`src/rtl/weighted_least_connection_select_defines.svh`:
```
// Assertion macros shared by the weighted least-connection selector.
`ifndef WEIGHTED_LEAST_CONNECTION_SELECT_DEFINES_SVH
`define WEIGHTED_LEAST_CONNECTION_SELECT_DEFINES_SVH

// Same-cycle implication, sampled on clk and idle while rst_n is low.
`define WLC_ASSERT_IMPL(lbl, ante, cons) \
  lbl: assert property (@(posedge clk) disable iff (!rst_n) (ante) |-> (cons)) \
    else $error("weighted_least_connection_select: same-cycle check failed");

// Next-cycle implication, sampled on clk and idle while rst_n is low.
`define WLC_ASSERT_NEXT(lbl, ante, cons) \
  lbl: assert property (@(posedge clk) disable iff (!rst_n) (ante) |=> (cons)) \
    else $error("weighted_least_connection_select: next-cycle check failed");

`endif

```
`src/rtl/wlc_pkg.sv`:
```
// Shared constants, codes and types of the weighted least-connection selector.
package wlc_pkg;

  // Sizing of the slot table.
  localparam int NODES        = 8;
  localparam int COUNT_BITS   = 16;
  localparam int SLOT_W       = $clog2(NODES);
  localparam int STEP_W       = $clog2(NODES + 1);
  localparam int WEIGHT_BITS  = 8;
  localparam int WEIGHT_REGS  = 8;
  localparam int MASK_BITS    = 8;
  localparam int PROD_BITS    = COUNT_BITS + WEIGHT_BITS;

  // Stream field widths.
  localparam int CMD_W        = 2;
  localparam int SLOT_FIELD_W = 3;
  localparam int ERR_W        = 2;
  localparam int IN_DATA_W    = 16;
  localparam int OUT_DATA_W   = 8;

  // Configuration port geometry.
  localparam int REG_IDX_W    = $clog2(WEIGHT_REGS);
  localparam int CFG_ADDR_W   = REG_IDX_W + 2;
  localparam int CFG_DATA_W   = 32;

  localparam logic [WEIGHT_BITS-1:0] WEIGHT_RESET = WEIGHT_BITS'(16);
  localparam logic [COUNT_BITS-1:0]  COUNT_MAX    = {COUNT_BITS{1'b1}};

  // Command codes.
  localparam logic [CMD_W-1:0] CMD_SELECT  = 2'd0;
  localparam logic [CMD_W-1:0] CMD_RELEASE = 2'd1;
  localparam logic [CMD_W-1:0] CMD_STATUS  = 2'd2;
  localparam logic [CMD_W-1:0] CMD_NOP     = 2'd3;

  // Error codes.
  localparam logic [ERR_W-1:0] ERR_OK        = 2'd0;
  localparam logic [ERR_W-1:0] ERR_NO_SLOT   = 2'd1;
  localparam logic [ERR_W-1:0] ERR_SATURATED = 2'd2;
  localparam logic [ERR_W-1:0] ERR_UNDERFLOW = 2'd3;

  typedef logic [NODES-1:0][WEIGHT_BITS-1:0] weight_vec_t;

  // One result item as it leaves the sequencer.
  typedef struct packed {
    logic                    found;
    logic [SLOT_FIELD_W-1:0] slot;
    logic [ERR_W-1:0]        err;
  } res_t;

endpackage

```
`src/rtl/weighted_least_connection_select.sv`:
```
// Weighted least-connection slot selector: one select, release or set-status
// command per input transfer, one result transfer per command. A select walks
// all NODES slots through a single cross-multiply comparator, one slot per
// cycle; the command is captured, the slots are scanned, the winner's count is
// updated and the result is handed to the output register. Release, set status
// and the unused command go through an execute state in place of scan and
// update. The input is not ready while a command is in progress; the output
// register lets the next command start while the previous result still waits to
// be taken. Weights are written through the configuration port at byte address
// 4*i for slot i and should only be changed while no command is in progress.
`include "weighted_least_connection_select_defines.svh"

module weighted_least_connection_select import wlc_pkg::*; (
  input  logic                  clk,
  input  logic                  rst_n,
  // cmd[1:0], exclude_mask[9:2], slot_index[12:10], online_in[13], zero pad
  input  logic [IN_DATA_W-1:0]  in_tdata,
  input  logic                  in_tvalid,
  output logic                  in_tready,
  // found[0], chosen_slot[3:1], err_code[5:4], zero pad
  output logic [OUT_DATA_W-1:0] out_tdata,
  output logic                  out_tvalid,
  input  logic                  out_tready,
  input  logic                  cfg_psel,
  input  logic                  cfg_penable,
  input  logic                  cfg_pwrite,
  input  logic [CFG_ADDR_W-1:0] cfg_paddr,
  input  logic [CFG_DATA_W-1:0] cfg_pwdata,
  output logic [CFG_DATA_W-1:0] cfg_prdata,
  output logic                  cfg_pready
);

  weight_vec_t             weights;
  logic [CMD_W-1:0]        in_cmd;
  logic [MASK_BITS-1:0]    in_exclude_mask;
  logic [SLOT_FIELD_W-1:0] in_slot_index;
  logic                    in_online_in;
  logic                    res_valid;
  logic                    res_ready;
  res_t                    res;
  logic                    out_valid_r, out_valid_nxt;
  res_t                    out_res_r, out_res_nxt;

  // Unpack the input transfer.
  assign in_cmd          = in_tdata[1:0];
  assign in_exclude_mask = in_tdata[9:2];
  assign in_slot_index   = in_tdata[12:10];
  assign in_online_in    = in_tdata[13];

  wlc_cfg_regs u_cfg (
    .clk     (clk),
    .rst_n   (rst_n),
    .psel    (cfg_psel),
    .penable (cfg_penable),
    .pwrite  (cfg_pwrite),
    .paddr   (cfg_paddr),
    .pwdata  (cfg_pwdata),
    .prdata  (cfg_prdata),
    .pready  (cfg_pready),
    .weights (weights)
  );

  wlc_seq u_seq (
    .clk          (clk),
    .rst_n        (rst_n),
    .in_valid     (in_tvalid),
    .in_ready     (in_tready),
    .cmd          (in_cmd),
    .exclude_mask (in_exclude_mask),
    .slot_index   (in_slot_index),
    .online_in    (in_online_in),
    .weights      (weights),
    .res_valid    (res_valid),
    .res          (res),
    .res_ready    (res_ready)
  );

  // Output register: free when empty or when its result is taken this cycle.
  assign res_ready = !out_valid_r || out_tready;

  always_comb begin
    out_valid_nxt = out_valid_r;
    out_res_nxt   = out_res_r;
    if (out_valid_r && out_tready) begin
      out_valid_nxt = 1'b0;
    end
    if (res_valid && res_ready) begin
      out_valid_nxt = 1'b1;
      out_res_nxt   = res;
    end
  end

  always_ff @(posedge clk) begin
    if (!rst_n) begin
      out_valid_r <= 1'b0;
    end else begin
      out_valid_r <= out_valid_nxt;
    end
  end

  always_ff @(posedge clk) begin
    out_res_r <= out_res_nxt;
  end

  assign out_tvalid = out_valid_r;
  assign out_tdata  = {2'b00, out_res_r.err, out_res_r.slot, out_res_r.found};

  // A command in progress blocks the input until its result has been handed over.
  `WLC_ASSERT_NEXT(a_busy_after_accept, in_tvalid && in_tready, !in_tready)
  // A finished result waits in the sequencer, unchanged, until the output register frees.
  `WLC_ASSERT_NEXT(a_result_held, res_valid && !res_ready, res_valid && $stable(res))
  // A grant is never reported together with an error.
  `WLC_ASSERT_IMPL(a_grant_is_ok, res_valid && res.found, res.err == ERR_OK)

endmodule

```
`src/rtl/wlc_cfg_regs.sv`:
```
// APB-style register file holding the per-slot weights.
module wlc_cfg_regs import wlc_pkg::*; (
  input  logic                  clk,
  input  logic                  rst_n,
  input  logic                  psel,
  input  logic                  penable,
  input  logic                  pwrite,
  input  logic [CFG_ADDR_W-1:0] paddr,
  input  logic [CFG_DATA_W-1:0] pwdata,
  output logic [CFG_DATA_W-1:0] prdata,
  output logic                  pready,
  output weight_vec_t           weights
);

  weight_vec_t            weights_r;
  weight_vec_t            weights_nxt;
  logic [REG_IDX_W-1:0]   reg_idx;
  logic                   wr_en;
  logic [WEIGHT_BITS-1:0] rd_val;

  assign pready  = 1'b1;
  assign reg_idx = paddr[CFG_ADDR_W-1:2];
  assign wr_en   = psel && penable && pwrite;

  // A write lands in the addressed weight; slots without a register keep the reset weight.
  always_comb begin
    weights_nxt = weights_r;
    for (int i = 0; i < NODES; i++) begin
      if (i < WEIGHT_REGS && wr_en && reg_idx == REG_IDX_W'(i)) begin
        weights_nxt[i] = pwdata[WEIGHT_BITS-1:0];
      end
    end
  end

  always_ff @(posedge clk) begin
    if (!rst_n) begin
      weights_r <= {NODES{WEIGHT_RESET}};
    end else begin
      weights_r <= weights_nxt;
    end
  end

  // Read back the addressed weight, zero where no slot sits behind the register.
  always_comb begin
    rd_val = '0;
    for (int i = 0; i < WEIGHT_REGS; i++) begin
      if (i < NODES && reg_idx == REG_IDX_W'(i)) begin
        rd_val = weights_r[i];
      end
    end
  end

  assign prdata  = CFG_DATA_W'(rd_val);
  assign weights = weights_r;

endmodule

```
`src/rtl/wlc_ratio_cmp.sv`:
```
// Shared cross-multiply comparator: is count_a/weight_a below count_b/weight_b.
module wlc_ratio_cmp import wlc_pkg::*; (
  input  logic [COUNT_BITS-1:0]  cnt_a,
  input  logic [WEIGHT_BITS-1:0] wgt_a,
  input  logic [COUNT_BITS-1:0]  cnt_b,
  input  logic [WEIGHT_BITS-1:0] wgt_b,
  output logic                   a_less
);

  logic [PROD_BITS-1:0] lhs;
  logic [PROD_BITS-1:0] rhs;

  // Both weights carry the same 4.4 scale, so the products compare exactly.
  assign lhs    = PROD_BITS'(cnt_a) * PROD_BITS'(wgt_b);
  assign rhs    = PROD_BITS'(cnt_b) * PROD_BITS'(wgt_a);
  assign a_less = lhs < rhs;

endmodule

```
`src/rtl/wlc_seq.sv`:
```
// Sequencer: slot state, the per-slot scan through the comparator, and command execution.
module wlc_seq import wlc_pkg::*; (
  input  logic                    clk,
  input  logic                    rst_n,
  input  logic                    in_valid,
  output logic                    in_ready,
  input  logic [CMD_W-1:0]        cmd,
  input  logic [MASK_BITS-1:0]    exclude_mask,
  input  logic [SLOT_FIELD_W-1:0] slot_index,
  input  logic                    online_in,
  input  weight_vec_t             weights,
  output logic                    res_valid,
  output res_t                    res,
  input  logic                    res_ready
);

  localparam logic [2:0] ST_IDLE   = 3'd0;
  localparam logic [2:0] ST_SCAN   = 3'd1;
  localparam logic [2:0] ST_UPDATE = 3'd2;
  localparam logic [2:0] ST_EXEC   = 3'd3;
  localparam logic [2:0] ST_DONE   = 3'd4;

  logic [2:0]                  state_r, state_nxt;
  logic [CMD_W-1:0]            cmd_r, cmd_nxt;
  logic [MASK_BITS-1:0]        mask_r, mask_nxt;
  logic [SLOT_FIELD_W-1:0]     idx_r, idx_nxt;
  logic                        onl_r, onl_nxt;
  logic [NODES-1:0][COUNT_BITS-1:0] counts_r, counts_nxt;
  logic [NODES-1:0]            online_r, online_nxt;
  logic [SLOT_W-1:0]           ptr_r, ptr_nxt;
  logic [SLOT_W-1:0]           scan_r, scan_nxt;
  logic [STEP_W-1:0]           step_r, step_nxt;
  logic                        have_r, have_nxt;
  logic [SLOT_W-1:0]           best_r, best_nxt;
  logic [COUNT_BITS-1:0]       best_cnt_r, best_cnt_nxt;
  logic [WEIGHT_BITS-1:0]      best_wgt_r, best_wgt_nxt;
  res_t                        res_r, res_nxt;

  logic                        accept;
  logic                        idx_ok;
  logic [SLOT_W-1:0]           idx_slot;
  logic [SLOT_W-1:0]           rd_addr;
  logic [COUNT_BITS-1:0]       rd_cnt;
  logic [WEIGHT_BITS-1:0]      scan_wgt;
  logic [NODES-1:0]            mask_ext;
  logic                        eligible;
  logic                        scan_less;

  assign in_ready  = (state_r == ST_IDLE);
  assign accept    = in_valid && in_ready;
  assign res_valid = (state_r == ST_DONE);
  assign res       = res_r;

  // Addressed slot of release and set status, and whether it exists.
  assign idx_ok   = int'(idx_r) < NODES;
  assign idx_slot = SLOT_W'(idx_r);

  // Single count read port: the scanned slot while scanning, else the addressed slot.
  assign rd_addr  = (state_r == ST_SCAN) ? scan_r : idx_slot;
  assign rd_cnt   = counts_r[rd_addr];
  assign scan_wgt = weights[scan_r];
  assign mask_ext = NODES'(mask_r);
  assign eligible = online_r[scan_r] && (scan_wgt != '0) && !mask_ext[scan_r];

  wlc_ratio_cmp u_cmp (
    .cnt_a  (rd_cnt),
    .wgt_a  (scan_wgt),
    .cnt_b  (best_cnt_r),
    .wgt_b  (best_wgt_r),
    .a_less (scan_less)
  );

  // Next-state logic of the sequencer.
  always_comb begin
    state_nxt    = state_r;
    cmd_nxt      = cmd_r;
    mask_nxt     = mask_r;
    idx_nxt      = idx_r;
    onl_nxt      = onl_r;
    counts_nxt   = counts_r;
    online_nxt   = online_r;
    ptr_nxt      = ptr_r;
    scan_nxt     = scan_r;
    step_nxt     = step_r;
    have_nxt     = have_r;
    best_nxt     = best_r;
    best_cnt_nxt = best_cnt_r;
    best_wgt_nxt = best_wgt_r;
    res_nxt      = res_r;

    case (state_r)
      ST_IDLE: begin
        if (accept) begin
          cmd_nxt   = cmd;
          mask_nxt  = exclude_mask;
          idx_nxt   = slot_index;
          onl_nxt   = online_in;
          scan_nxt  = ptr_r;
          step_nxt  = '0;
          have_nxt  = 1'b0;
          state_nxt = (cmd == CMD_SELECT) ? ST_SCAN : ST_EXEC;
        end
      end

      // One slot per cycle, starting at the tie pointer; a tie keeps the earlier slot.
      ST_SCAN: begin
        if (eligible && (!have_r || scan_less)) begin
          have_nxt     = 1'b1;
          best_nxt     = scan_r;
          best_cnt_nxt = rd_cnt;
          best_wgt_nxt = scan_wgt;
        end
        scan_nxt = (scan_r == SLOT_W'(NODES - 1)) ? '0 : scan_r + SLOT_W'(1);
        step_nxt = step_r + STEP_W'(1);
        if (step_r == STEP_W'(NODES - 1)) begin
          state_nxt = ST_UPDATE;
        end
      end

      // Grant the winner unless no slot is eligible or its count is already at the top.
      ST_UPDATE: begin
        if (!have_r) begin
          res_nxt = '{found: 1'b0, slot: '0, err: ERR_NO_SLOT};
        end else if (best_cnt_r == COUNT_MAX) begin
          res_nxt = '{found: 1'b0, slot: '0, err: ERR_SATURATED};
        end else begin
          counts_nxt[best_r] = best_cnt_r + COUNT_BITS'(1);
          ptr_nxt = (best_r == SLOT_W'(NODES - 1)) ? '0 : best_r + SLOT_W'(1);
          res_nxt = '{found: 1'b1, slot: SLOT_FIELD_W'(best_r), err: ERR_OK};
        end
        state_nxt = ST_DONE;
      end

      // Release, set status and the unused command.
      ST_EXEC: begin
        res_nxt = '{found: 1'b0, slot: '0, err: ERR_OK};
        case (cmd_r)
          CMD_RELEASE: begin
            if (idx_ok) begin
              if (rd_cnt == '0) begin
                res_nxt.err = ERR_UNDERFLOW;
              end else begin
                counts_nxt[idx_slot] = rd_cnt - COUNT_BITS'(1);
              end
            end
          end
          CMD_STATUS: begin
            if (idx_ok) begin
              online_nxt[idx_slot] = onl_r;
            end
          end
          default: begin
          end
        endcase
        state_nxt = ST_DONE;
      end

      // Hold the result until the output register can take it.
      ST_DONE: begin
        if (res_ready) begin
          state_nxt = ST_IDLE;
        end
      end

      default: begin
        state_nxt = ST_IDLE;
      end
    endcase
  end

  // Control and slot state.
  always_ff @(posedge clk) begin
    if (!rst_n) begin
      state_r  <= ST_IDLE;
      counts_r <= '0;
      online_r <= '1;
      ptr_r    <= '0;
      have_r   <= 1'b0;
      step_r   <= '0;
    end else begin
      state_r  <= state_nxt;
      counts_r <= counts_nxt;
      online_r <= online_nxt;
      ptr_r    <= ptr_nxt;
      have_r   <= have_nxt;
      step_r   <= step_nxt;
    end
  end

  // Item payload and scan working registers.
  always_ff @(posedge clk) begin
    cmd_r      <= cmd_nxt;
    mask_r     <= mask_nxt;
    idx_r      <= idx_nxt;
    onl_r      <= onl_nxt;
    scan_r     <= scan_nxt;
    best_r     <= best_nxt;
    best_cnt_r <= best_cnt_nxt;
    best_wgt_r <= best_wgt_nxt;
    res_r      <= res_nxt;
  end

endmodule

```
`config.mk`:
```
export PLATFORM = sky130hd
export DESIGN_NAME = weighted_least_connection_select
export DESIGN_NICKNAME = d
export VERILOG_FILES = /design/src/rtl/wlc_pkg.sv /design/src/rtl/weighted_least_connection_select.sv /design/src/rtl/wlc_cfg_regs.sv /design/src/rtl/wlc_ratio_cmp.sv /design/src/rtl/wlc_seq.sv
export VERILOG_INCLUDE_DIRS = /design/src /design/src/rtl
export SDC_FILE = /design/constraint.sdc
export NUM_CORES = 1
export LEC_CHECK = 0
export ABC_AREA = 1
export BUFFER_PORTS_ARGS = -buffer_cell sky130_fd_sc_hd__buf_2
export CAP_MARGIN = 10
export CORE_UTILIZATION = 33
export DETAILED_ROUTE_END_ITERATION = 7
export MAX_ROUTING_LAYER = met4
export PLACE_DENSITY = 0.45
export REMOVE_ABC_BUFFERS = 1
export SLEW_MARGIN = 20
export SYNTH_ARGS = -nofsm -noshare
export SYNTH_HDL_FRONTEND = slang
export SYNTH_SLANG_ARGS = --single-unit
```
`constraint.sdc`:
```
create_clock -name clk -period 23.2 [get_ports clk]
set_input_delay 0 -clock clk [delete_from_list [all_inputs] [get_ports clk]]
set_output_delay 0 -clock clk [all_outputs]
set_load 0.005 [all_outputs]
```
==> summary.md, run 1 <==
| Metric | Value |
|---|---|
| Max Fclk | 88.7 MHz |
| Fill cells | ~7100 |
| Final hold violations | 0 |
| DRC viols | 0 |
| Outcome | complete, no violations |
| Final nets | between 3000 and 4000 |
| Hold Path Class | in -> reg |
| Syn Inst Count | ~3200 |
| Clock slew at reported path FFs | about 0.060 ns |
| Clock Skews | around 0.028 ns |
| Ports | approximately 100 |
| Critical path class | reg -> reg |
| CORE AREA | a little under 70000 µm² |
| H-tree depth | 2 |
| Period utilisation layout | around half |
| TritonCTS buffer count | 34 |
| Vias in the first global route | between 15000 and 20000 |
| Postcts setup bufs | 0 |
| Max-Cap Viols | 0 |
| Final worst slack | 11.92 ns |
| Router iterations before antenna repair | 6 |
| GRT Residual Overflow | 0 |
| Setup slack at placement | approximately 12 ns |
| CTS root buffer | clkbuf_16 |
| Layout cells sized above 1 | ~5.3% |
| WL/cell | 17.9 µm |
| Via count | between 20000 and 25000 |
| Vias per cell | around 5.0 |
| Startpoint Class | flip-flop |
| Clock Path Buffers | 3 |
| CTS sink cnt | roughly 270 |
| Port bufs | 47 |
| Largest net degree at the start of global routing | 87 |
| Cells after DPL | 4005 |
| CTS tree | done |
| Final WL | between 70000 and 80000 µm |
| Most used cell, CP | a21oi_1 |
| Max stage delay on crit path | 0.78 ns |
| Avg Cell Area, Syn | approximately 7.0 µm² |
| Final TNS setup | 0 ns |
| Final worst path period need | roughly 11 ns |
| Critical-path top delay cell | inv_1 |
| Worst R2R Start | u_seq.scan_r[0] |
| Sequential area share after synthesis | about a quarter |
| Synth Cell Area | 22600 µm² |
| Max Slew Vio Count | 0 |
| Final setup fails | 0 |
| Yosys cell types | 50 |
| Post-route insts no fill | approximately 4100 |
| Die area | approximately 70000 µm² |
| CP Data Arrival Time | approximately 11 ns |
| Final antenna diode count | 0 |
| Worst path required time | 23.34 ns |
| Post-cts sizing count | 0 |
| Initial core utilization | between 30% and 40% |
| Crit-path max FO | 65 |
| Die height | between 200 and 300 µm |
| Worst skew pair latency | between 0.5 and 0.6 ns |
| Slew @ Worst Pin | 1.13 ns |
| DRT iter0 DRCs | around 1400 |
| RSZ-0062 raised after global routing | no |
| Initial antenna violation count | 0 |
| GPL Wtd Cong | between 0.8 and 0.9 |
| HP Start | cfg_paddr[4] |
| # rows | between 90 and 100 |
| Yosys warning count | 0 |
| Dpl hpwl | about 52000 µm |
| Relative max-transition margin | about a quarter |
| Post-DRT Antenna Nets | 0 |
| Crit. End Element | flip-flop |
| All-Layer GR Usage | ~22% |
| Placed inst area | 23400 µm² |
| Synthesis-to-layout area growth | 9.78% |
| Yosys reg bits | between 200 and 300 |
| Die W | roughly 260 µm |
| First-pass GRT wire length | approximately 110000 µm |
| Final instance area | about 25000 µm² |
| Critical Path Start | u_seq.scan_r[0] |
-- cell usage in the layout, fill, tap and decap left out, drive strengths merged, types with 34 or more instances in the layout --
master,count
a21oi,151
clkbuf,51
nand3,86
o22ai,105
nor3,34
inv,498
nor2,579
xor2,34
edfxtp,56
o21ai,218
nand2,660
fa,168
ha,118
dfxtp,212
o211ai,34
buf,65
-- stage by stage --
stage	hold WS [ns]	util (%)
6_report	0.0148	36.8
3_5_place_dp	0.178	34.7
3_3_place_gp	0.179	34.6
5_1_grt	0.0312	36.8
2_1_floorplan	0.0841	-
4_1_cts	0.00758	36.7
-- final timing paths --
kind	to	slack, ns	cells past startpoint
min reg2reg	u_seq.ptr_r[2]	0.46	2
min	u_cfg.weights[36]	0.01	4
max reg2reg	u_seq.best_wgt_r[1]	11.92	38
max	u_seq.best_wgt_r[1]	11.92	38
-- layout make-up --
class	count	area, µm²	share of cell area [%]
timing repair buffer	90	627	2.53
inverter	501	1880	7.59
sequential	268	5930	23.9
tap	873	1090	4.41
clock buffer	51	1020	4.13
clock inverter	9	85.1	0.343
multi-input combinational	2298	14200	57.1
-- synthesized netlist by cell type (all sizes together) --
cell type,instances,area (µm²)
a21oi,151,756
nor2,579,2190
o21bai,3,22.5
xor2,34,305
xnor2,19,166
o22ai,105,657
clkinv,4,15.0
o221ai,6,52.6
ha,118,1480
o2111ai,4,35.0
a31oi,3,18.8
nand3b,2,15.0
conb,2,7.51
a31o,1,8.76
o211ai,34,255
o41ai,1,8.76
nand2,660,2490
inv,497,1870
nor3,34,170
nor4,3,18.8
a21o,3,22.5
nand4,22,218
a221oi,4,35.0
buf,89,526
o21ai,218,1140
a21boi,2,15.0
a211oi,8,60.1
a41oi,1,8.76
dfxtp,212,4240
edfxtp,56,1680
fa,168,3360
o31ai,1,7.51
clkbuf,74,278
nand3,86,445
and2,1,6.26
-- sequential cells by signal (all words and copies together) (netlist names) --
register	count
u_seq.best_r	3
u_seq.best_cnt_r	16
u_seq.mask_ext	8
out_tvalid	1
out_tdata	6
u_seq.best_wgt_r	8
u_seq.step_r	4
u_seq.counts_r	128
u_seq.res	6
u_seq.cmd_r	2
u_seq.ptr_r	3
u_seq.scan_r	3
u_seq.have_r	1
u_seq.idx_r	3
u_seq.state_r	3
u_cfg.weights	64
u_seq.online_r	8
u_seq.onl_r	1
-- cell families after synthesis --
family / count (synthesis) / share of synthesized area (%)
adder cells (fa/ha/maj): 286 / 21.4
XOR/XNOR: 53 / 2.09
flip-flops: 268 / 26.2
AO/OA/AOI/OAI: 545 / 13.8
other: 2 / 0.0332
AND/OR/NAND/NOR: 1387 / 24.6
buffers and inverters: 664 / 11.9
-- critical path, delay by kind of cell, from the launching register on --
kind | cells | cell delay [ns]
AO/OA/AOI/OAI | 13 | 2.66
XOR/XNOR | 1 | 0.20
adder cells (fa/ha/maj) | 6 | 2.52
buffers and inverters | 8 | 2.78
flip-flops | 1 | 0.35
AND/OR/NAND/NOR | 10 | 2.22
-- layer usage --
layer  routed length, µm  global-route usage, %  up-vias
met5                   0                      -        -
met1               33400                   28.4     9828
met4                1850                   5.83        0
met2               33900                   34.9      575
li1                    -                      -    10100
met3                4170                   2.86      115
-- what timing repair did --
action                                  CTS  global route
hold endpoints to repair                112             0
hold buffers                             25             0
endpoints found under the setup margin    0             0
Power of run 1 is not shown: default switching activity piles up to over one toggle a cycle in this logic, so the estimate is an artifact.
==> inputs of run 2 (changes only) <==
==> constraint.sdc (replaced) <==
create_clock -name clk -period 10.8 [get_ports clk]
set_input_delay 0 -clock clk [delete_from_list [all_inputs] [get_ports clk]]
set_output_delay 0 -clock clk [all_outputs]
set_load 0.005 [all_outputs]
==> summary.md, run 2 (synthesis results as in run 1) <==
| Metric | Value |
|---|---|
| Clock Skews | 0.0335 ns (+0.00576 ns) |
| Via count | 20600 (+0.22%) |
| Max stage delay on crit path | 0.77 ns (about the same) |
| GRT met1 Usage | 28.3% (-0.16 points) |
| Max FFs per register | 128 (unchanged) |
| WL/cell | 17.8 µm (-0.90%) |
| RSZ-0062 raised after global routing | no |
| Max-Cap Viols | 0 (unchanged) |
| Critical path class | reg -> reg |
| Max Slew Vio Count | 0 (unchanged) |
| Post-DRT Antenna Nets | 0 (unchanged) |
| Die height | 264 µm (unchanged) |
| Worst R2R Start | u_seq.state_r[0] |
| Final setup fails | 0 (unchanged) |
| Port bufs | 47 (unchanged) |
| Final antenna diode count | 0 (unchanged) |
| Initial core utilization | 33.5% (unchanged) |
| First-pass GRT wire length | 115000 µm (+0.30%) |
| Vias in the first global route | 20100 (+1.2%) |
| Top reg by flops | u_seq.counts_r |
| Ports | 103 (unchanged) |
| CP Data Arrival Time | 9.49 ns (-1.93 ns) |
| GRT met3 Usage | 2.45% (-0.41 points) |
| TritonCTS buffer count | 35 (+2.9%) |
| GRT Residual Overflow | 0 (unchanged) |
| Period utilisation layout | 86.5% (+38 points) |
| Layout cells sized above 1 | 5.75% (+0.43 points) |
| Final worst path period need | 9.34 ns (-1.93 ns) |
| # rows | 95 (unchanged) |
| Commonest non-fill, non-tap cell in the layout | nand2_1 |
| CTS tree | done |
| Critical-path top delay cell | inv_1 |
| Grt met2 use | 35.7% (+0.77 points) |
| Final hold violations | 0 (unchanged) |
| DRT iter0 DRCs | 1412 (+4.3%) |
| Vias per cell | 5.02 (-0.24%) |
| Worst path required time | 10.95 ns (-12.39 ns) |
| Clock Path Buffers | 3 (unchanged) |
| Largest net degree at the start of global routing | 86 (-1.1%) |
| Die area | 69500 µm² (unchanged) |
| Flop2flop setup slack | 1.46 ns (-10.47 ns) |
| Synthesis-to-layout area growth | 10.3% |
| Crit-path max FO | 30 (-54%) |
| Crit. End Element | flip-flop |
| Startpoint Class | flip-flop |
| Post-cts sizing count | 0 (unchanged) |
| Clock slew at reported path FFs | 0.06 ns (about the same) |
| Final TNS setup | 0 ns (unchanged) |
| Outcome | complete, no violations |
| HP Start | cfg_paddr[4] |
| Final instance area | 24900 µm² (+0.49%) |
| Worst hold path cell count | 4 (unchanged) |
| Slew @ Worst Pin | 1.10 ns (-0.0288 ns) |
| Hold Path Class | in -> reg |
| Initial antenna violation count | 0 (unchanged) |
| FF-to-FF End | u_seq.best_wgt_r[7] |
| Most frequent cells in the layout | nand2_1 (655), nor2_1 (576), inv_1 (481), dfxtp_1 (212), o21ai_0 (171) |
| Relative max-transition margin | 26.5% (+1.9 points) |
| Die W | 264 µm (unchanged) |
| Final WL | 73000 µm (-0.44%) |
| GRT Max-Usage Layer | met2 |
| Worst skew pair latency | 0.55 ns (about the same) |
| Dpl hpwl | 53600 µm (+2.7%) |
| Reg2reg path depth | 36 (-5.3%) |
| Max Fclk | 107 MHz (+21%) |
| All-Layer GR Usage | 21.6% (-0.069 points) |
| CTS sink cnt | 268 (unchanged) |
| CTS root buffer | clkbuf_16 |
| Hold EP | u_cfg.weights[36] |
| Placed inst area | 23500 µm² (+0.57%) |
| CORE AREA | 67400 µm² (unchanged) |
| Final nets | 3556 (+0.48%) |
| GPL Wtd Cong | 0.880 (+2.6%) |
| H-tree depth | 2 (unchanged) |
| DRC viols | 0 (unchanged) |
| Setup slack at placement | 1.43 ns (-10.64 ns) |
| Router iterations before antenna repair | 5 (-1) |
| Final worst slack | 1.46 ns (-10.47 ns) |
==> run 2: cell types whose count changed in the layout (fill, tap and decap cells not counted), sizes merged <==
cell | previous run | this run
buf | 65 | 81
bufinv | 1 | 3
clkbuf | 51 | 47
clkinv | 11 | 15
clkinvlp | 0 | 1
==> run 2: timing repair <==
action	4_1_cts	5_1_grt
hold endpoints to repair	84	0
buffers inserted	0	0
hold buffers	25	0
==> run 2: metrics by stage <==
stage | instances | hold slack, ns | util [%]
2_1_floorplan | 3067 | 0.0841 | -
6_report | 4109 | 0.0382 | 37.0
4_1_cts | 4109 | 0.00657 | 36.9
3_5_place_dp | 4021 | 0.178 | 34.9
5_1_grt | 4109 | 0.111 | 37.0
3_3_place_gp | 4021 | 0.179 | 34.9
==> run 2: worst max-delay path, delay by kind of cell (launching register included) <==
kind / cells / cell delay, ns
fa+ha+maj: 6 / 2.65
xor+xnor: 1 / 0.16
buf+inv: 6 / 1.25
compound gates: 14 / 3.09
simple gates: 9 / 1.27
flops: 1 / 0.50
==> run 2: final cells by class <==
type | instances | area, µm²
Tap cell | 873 | 1090
Timing Repair Buffer | 106 | 772
Fill cell | 7062 | 42500
Clock buffer | 47 | 962
Inverter | 501 | 1880
Multi-Input combinational cell | 2298 | 14100
Clock inverter | 16 | 173
Sequential cell | 268 | 5930
==> run 2: routing by layer <==
metal,up-vias,part of all wire [%]
met5,-,0
met1,9936,46
met3,83,4.8
li1,10100,-
met4,0,1.7
met2,533,47
==> run 2: how the worst max path moves through the flow <==
stage                           from                   to  cells past startpoint
CTS                 u_seq.state_r[0]  u_seq.best_wgt_r[5]                     36
finish              u_seq.state_r[0]  u_seq.best_wgt_r[7]                     36
global placement    u_seq.state_r[0]  u_seq.best_cnt_r[7]                     34
global route        u_seq.state_r[0]  u_seq.best_wgt_r[5]                     36
detailed placement  u_seq.state_r[0]  u_seq.best_cnt_r[8]                     36
floorplan            u_seq.scan_r[0]  u_seq.best_cnt_r[0]                     32
Power of run 2 is left out for the same reason.
==> inputs of run 3 (changes only) <==
--- a/config.mk
+++ b/config.mk
@@ -6,7 +6,6 @@
 export SDC_FILE = /design/constraint.sdc
 export NUM_CORES = 1
 export LEC_CHECK = 0
-export ABC_AREA = 1
 export BUFFER_PORTS_ARGS = -buffer_cell sky130_fd_sc_hd__buf_2
 export CAP_MARGIN = 10
 export CORE_UTILIZATION = 33
@@ -14,7 +13,6 @@
 export MAX_ROUTING_LAYER = met4
 export PLACE_DENSITY = 0.45
 export REMOVE_ABC_BUFFERS = 1
-export SLEW_MARGIN = 20
 export SYNTH_ARGS = -nofsm -noshare
 export SYNTH_HDL_FRONTEND = slang
 export SYNTH_SLANG_ARGS = --single-unit
==> summary.md, run 3 <==
| Metric | Value |
|---|---|
| Max FFs per register | 128 (unchanged) |
| Top reg by flops | u_seq.counts_r |
| Initial core utilization | 33.5% (-0.043 points) |
| Max stage delay on crit path | 0.71 ns (-0.06 ns) |
| Initial antenna violation count | 0 (unchanged) |
| Critical Path Start | u_seq.state_r[0] |
| Postcts setup bufs | 0 (unchanged) |
| HP Start | in_tdata[9] |
| GPL Wtd Cong | 0.882 (+0.17%) |
| RSZ-0062 raised after global routing | no |
| Max Fclk | 101 MHz (-5.5%) |
| # rows | 95 (unchanged) |
| Fill cells | 6932 (-1.8%) |
| Layout cells sized above 1 | 8.49% (+2.7 points) |
| Final antenna diode count | 0 (unchanged) |
| Most frequent cells in the layout | nor2_1 (318), a21oi_1 (265), nand2_1 (261), inv_1 (240), dfxtp_1 (212) |
| Most common library cells after synthesis | nor2_1 (318), a21oi_1 (266), nand2_1 (261) |
| WL/cell | 21.2 µm (+19%) |
| CTS root buffer | clkbuf_16 |
| All-Layer GR Usage | 21.9% (+0.27 points) |
| H-tree depth | 1 (-1) |
| Clock Path Buffers | 3 (unchanged) |
| Max VDD drop | around 0.18 mV |
| Final hold violations | 0 (unchanged) |
| DRT iter0 DRCs | 1528 (+8.2%) |
| Router iterations before antenna repair | 7 (+2) |
| TritonCTS buffer count | 31 (-11%) |
| Final nets | 2961 (-17%) |
| Dpl hpwl | 54100 µm (+0.88%) |
| Hold Path Class | in -> reg |
| Post-route insts no fill | 3511 (-15%) |
| Outcome | complete, no violations |
| Top cell type's share of synthesized area | 18.8% (+0.024 points) |
| Die W | 263 µm (about the same) |
| Number of synthesized flops with an enable pin | 56 (unchanged) |
| Yosys warning count | 0 (unchanged) |
| Clock Skews | 0.0355 ns (+0.00204 ns) |
| Final WL | 74300 µm (+1.7%) |
| Ys flop type | dfxtp_1 |
| Synthesis-to-layout area growth | 9.36% |
| Port bufs | 47 (unchanged) |
| Reg2reg path depth | 32 (-11%) |
| Flop2flop setup slack | 0.92 ns (-0.54 ns) |
| Final worst path period need | 9.88 ns (+0.539 ns) |
| Hold-fix buffers, CTS | 27 (+8.0%) |
| FF-to-FF End | u_seq.best_cnt_r[8] |
| Critical path class | reg -> reg |
| Most numerous cell in the Yosys netlist | nor2_1 |
| Avg Cell Area, Syn | 8.55 µm² (+21%) |
| Yosys reg bits | 268 (unchanged) |
| Max Slew Vio Count | 0 (unchanged) |
| Syn Inst Count | 2639 (-18%) |
| Crit-path max FO | 28 (-6.7%) |
| Crit. End Element | flip-flop |
| P_leak | 10.0 nW |
| Clock slew at reported path FFs | 0.06 ns (about the same) |
| Largest net degree at the start of global routing | 108 (+26%) |
| CTS sink cnt | 268 (unchanged) |
| Post-cts sizing count | 0 (unchanged) |
| Sequential area share after synthesis | 26.3% (+0.033 points) |
| Vias per cell | 5.47 (+9.0%) |
| Relative max-transition margin | 19.6% (-6.9 points) |
| Startpoint Class | flip-flop |
| Commonest non-fill, non-tap cell in the layout | nor2_1 |
| CTS tree | done |
| Die height | 263 µm (about the same) |
| DRC viols | 0 (unchanged) |
| Ports | 103 (unchanged) |
| Critical-path top delay cell | or3b_1 |
| Cells after DPL | 3428 (-15%) |
| Area leader, netlist | dfxtp_1 |
| Ys async rst share | 0% (unchanged) |
| Die area | 69400 µm² (-0.13%) |
| Synth Cell Area | 22600 µm² (-0.13%) |
| Worst skew pair latency | 0.62 ns (+0.07 ns) |
| Post-DRT Antenna Nets | 0 (unchanged) |
| Via count | 19200 (-6.9%) |
| Final setup fails | 0 (unchanged) |
| Worst path required time | 11.11 ns (+0.16 ns) |
| Worst R2R Start | u_seq.state_r[0] |
| First-pass GRT wire length | 115000 µm (+0.16%) |
| Worst hold path cell count | 2 (-2) |
| GRT Residual Overflow | 0 (unchanged) |
| CORE AREA | 67400 µm² (unchanged) |
| Slew @ Worst Pin | 1.20 ns (+0.102 ns) |
| Yosys cell types | 79 (+58%) |
| Period utilisation layout | 91.5% (+5.0 points) |
| Max-Cap Viols | 0 (unchanged) |
| Hold EP | u_seq.mask_ext[7] |
| Setup slack at placement | 1.06 ns (-0.371 ns) |
| CP Data Arrival Time | 10.19 ns (+0.70 ns) |
| Synth top area cells | dfxtp_1 (19%), fa_1 (15%), edfxtp_1 (7.5%) |
| Vias in the first global route | 19100 (-5.1%) |
| Final worst slack | 0.919 ns (-0.539 ns) |
| Pwr/cell area | ~240 nW/µm² |
## run 3: where the power goes
part / internal [W] / switching, W / leakage (nW)
logic: 0.00133 / 0.00231 / 7.32
registers: 0.00113 / 0.000146 / 2.23
clock network: 0.000598 / 0.000455 / 0.490
total: 0.00306 / 0.00291 / 10.0
## run 3: through the flow
step                instance area (µm²)  utilization (%)  total power [W]  setup TNS [ns]  hold WS (ns)
floorplan                         21700                -          0.00373          -24.52        0.0619
global placement                  23400             34.7          0.00492               0         0.177
detailed placement                23400             34.7          0.00493               0         0.179
CTS                               24700             36.6          0.00603               0        0.0592
global route                      24700             36.6          0.00648               0        0.0799
finish                            24700             36.6          0.00597               0        0.0897
## run 3: area by class of cell
cell class | count | area, µm² | area share [%]
clock buffer | 51 | 952 | 3.86
clock inverter | 5 | 40.0 | 0.162
inverter | 245 | 925 | 3.75
multi-input combinational | 1952 | 14900 | 60.4
sequential | 268 | 5930 | 24.0
tap | 873 | 1090 | 4.43
timing repair buffer | 117 | 841 | 3.41
## run 3: metal layers
layer	up-vias	track usage [%]	share of wire (%)
met2	507	35.2	47
met5	-	-	0
met4	0	5.80	2.4
li1	8967	-	-
met3	119	2.05	4.3
met1	9629	29.4	46
## run 3: worst max path at each step
| stage | slack [ns] | endpoint | cells after the start |
|---|---|---|---|
| 2_1_floorplan | -0.91 | u_seq.best_cnt_r[0] | 31 |
| 3_3_place_gp | 1.07 | u_seq.best_cnt_r[7] | 34 |
| 3_5_place_dp | 1.06 | u_seq.best_cnt_r[7] | 32 |
| 4_1_cts | 0.99 | u_seq.best_cnt_r[8] | 32 |
| 5_1_grt | 0.27 | u_seq.best_cnt_r[8] | 32 |
| 6_report | 0.92 | u_seq.best_cnt_r[8] | 32 |
## run 3: worst max-delay path: cells and delay by family (launching register included)
| kind | cells | cell delay [ns] |
|---|---|---|
| AOI/OAI and AO/OA | 11 | 3.65 |
| xor gates and xnor gates | 1 | 0.14 |
| adders and majority gates | 6 | 2.62 |
| buffers and inverters | 6 | 0.85 |
| DFF | 1 | 0.45 |
| and+or+nand+nor | 8 | 1.82 |
## run 3: cell families after synthesis
| family | after synthesis | share of synthesized area (%) |
|---|---|---|
| AOI/OAI and AO/OA | 593 | 16.9 |
| DFF | 268 | 26.3 |
| other | 2 | 0.0333 |
| muxes | 111 | 7.29 |
| xor gates and xnor gates | 59 | 2.29 |
| adders and majority gates | 286 | 21.5 |
| buffers and inverters | 444 | 8.28 |
| and+or+nand+nor | 876 | 17.5 |
No activity file was read; power rests on OpenSTA's default activity.
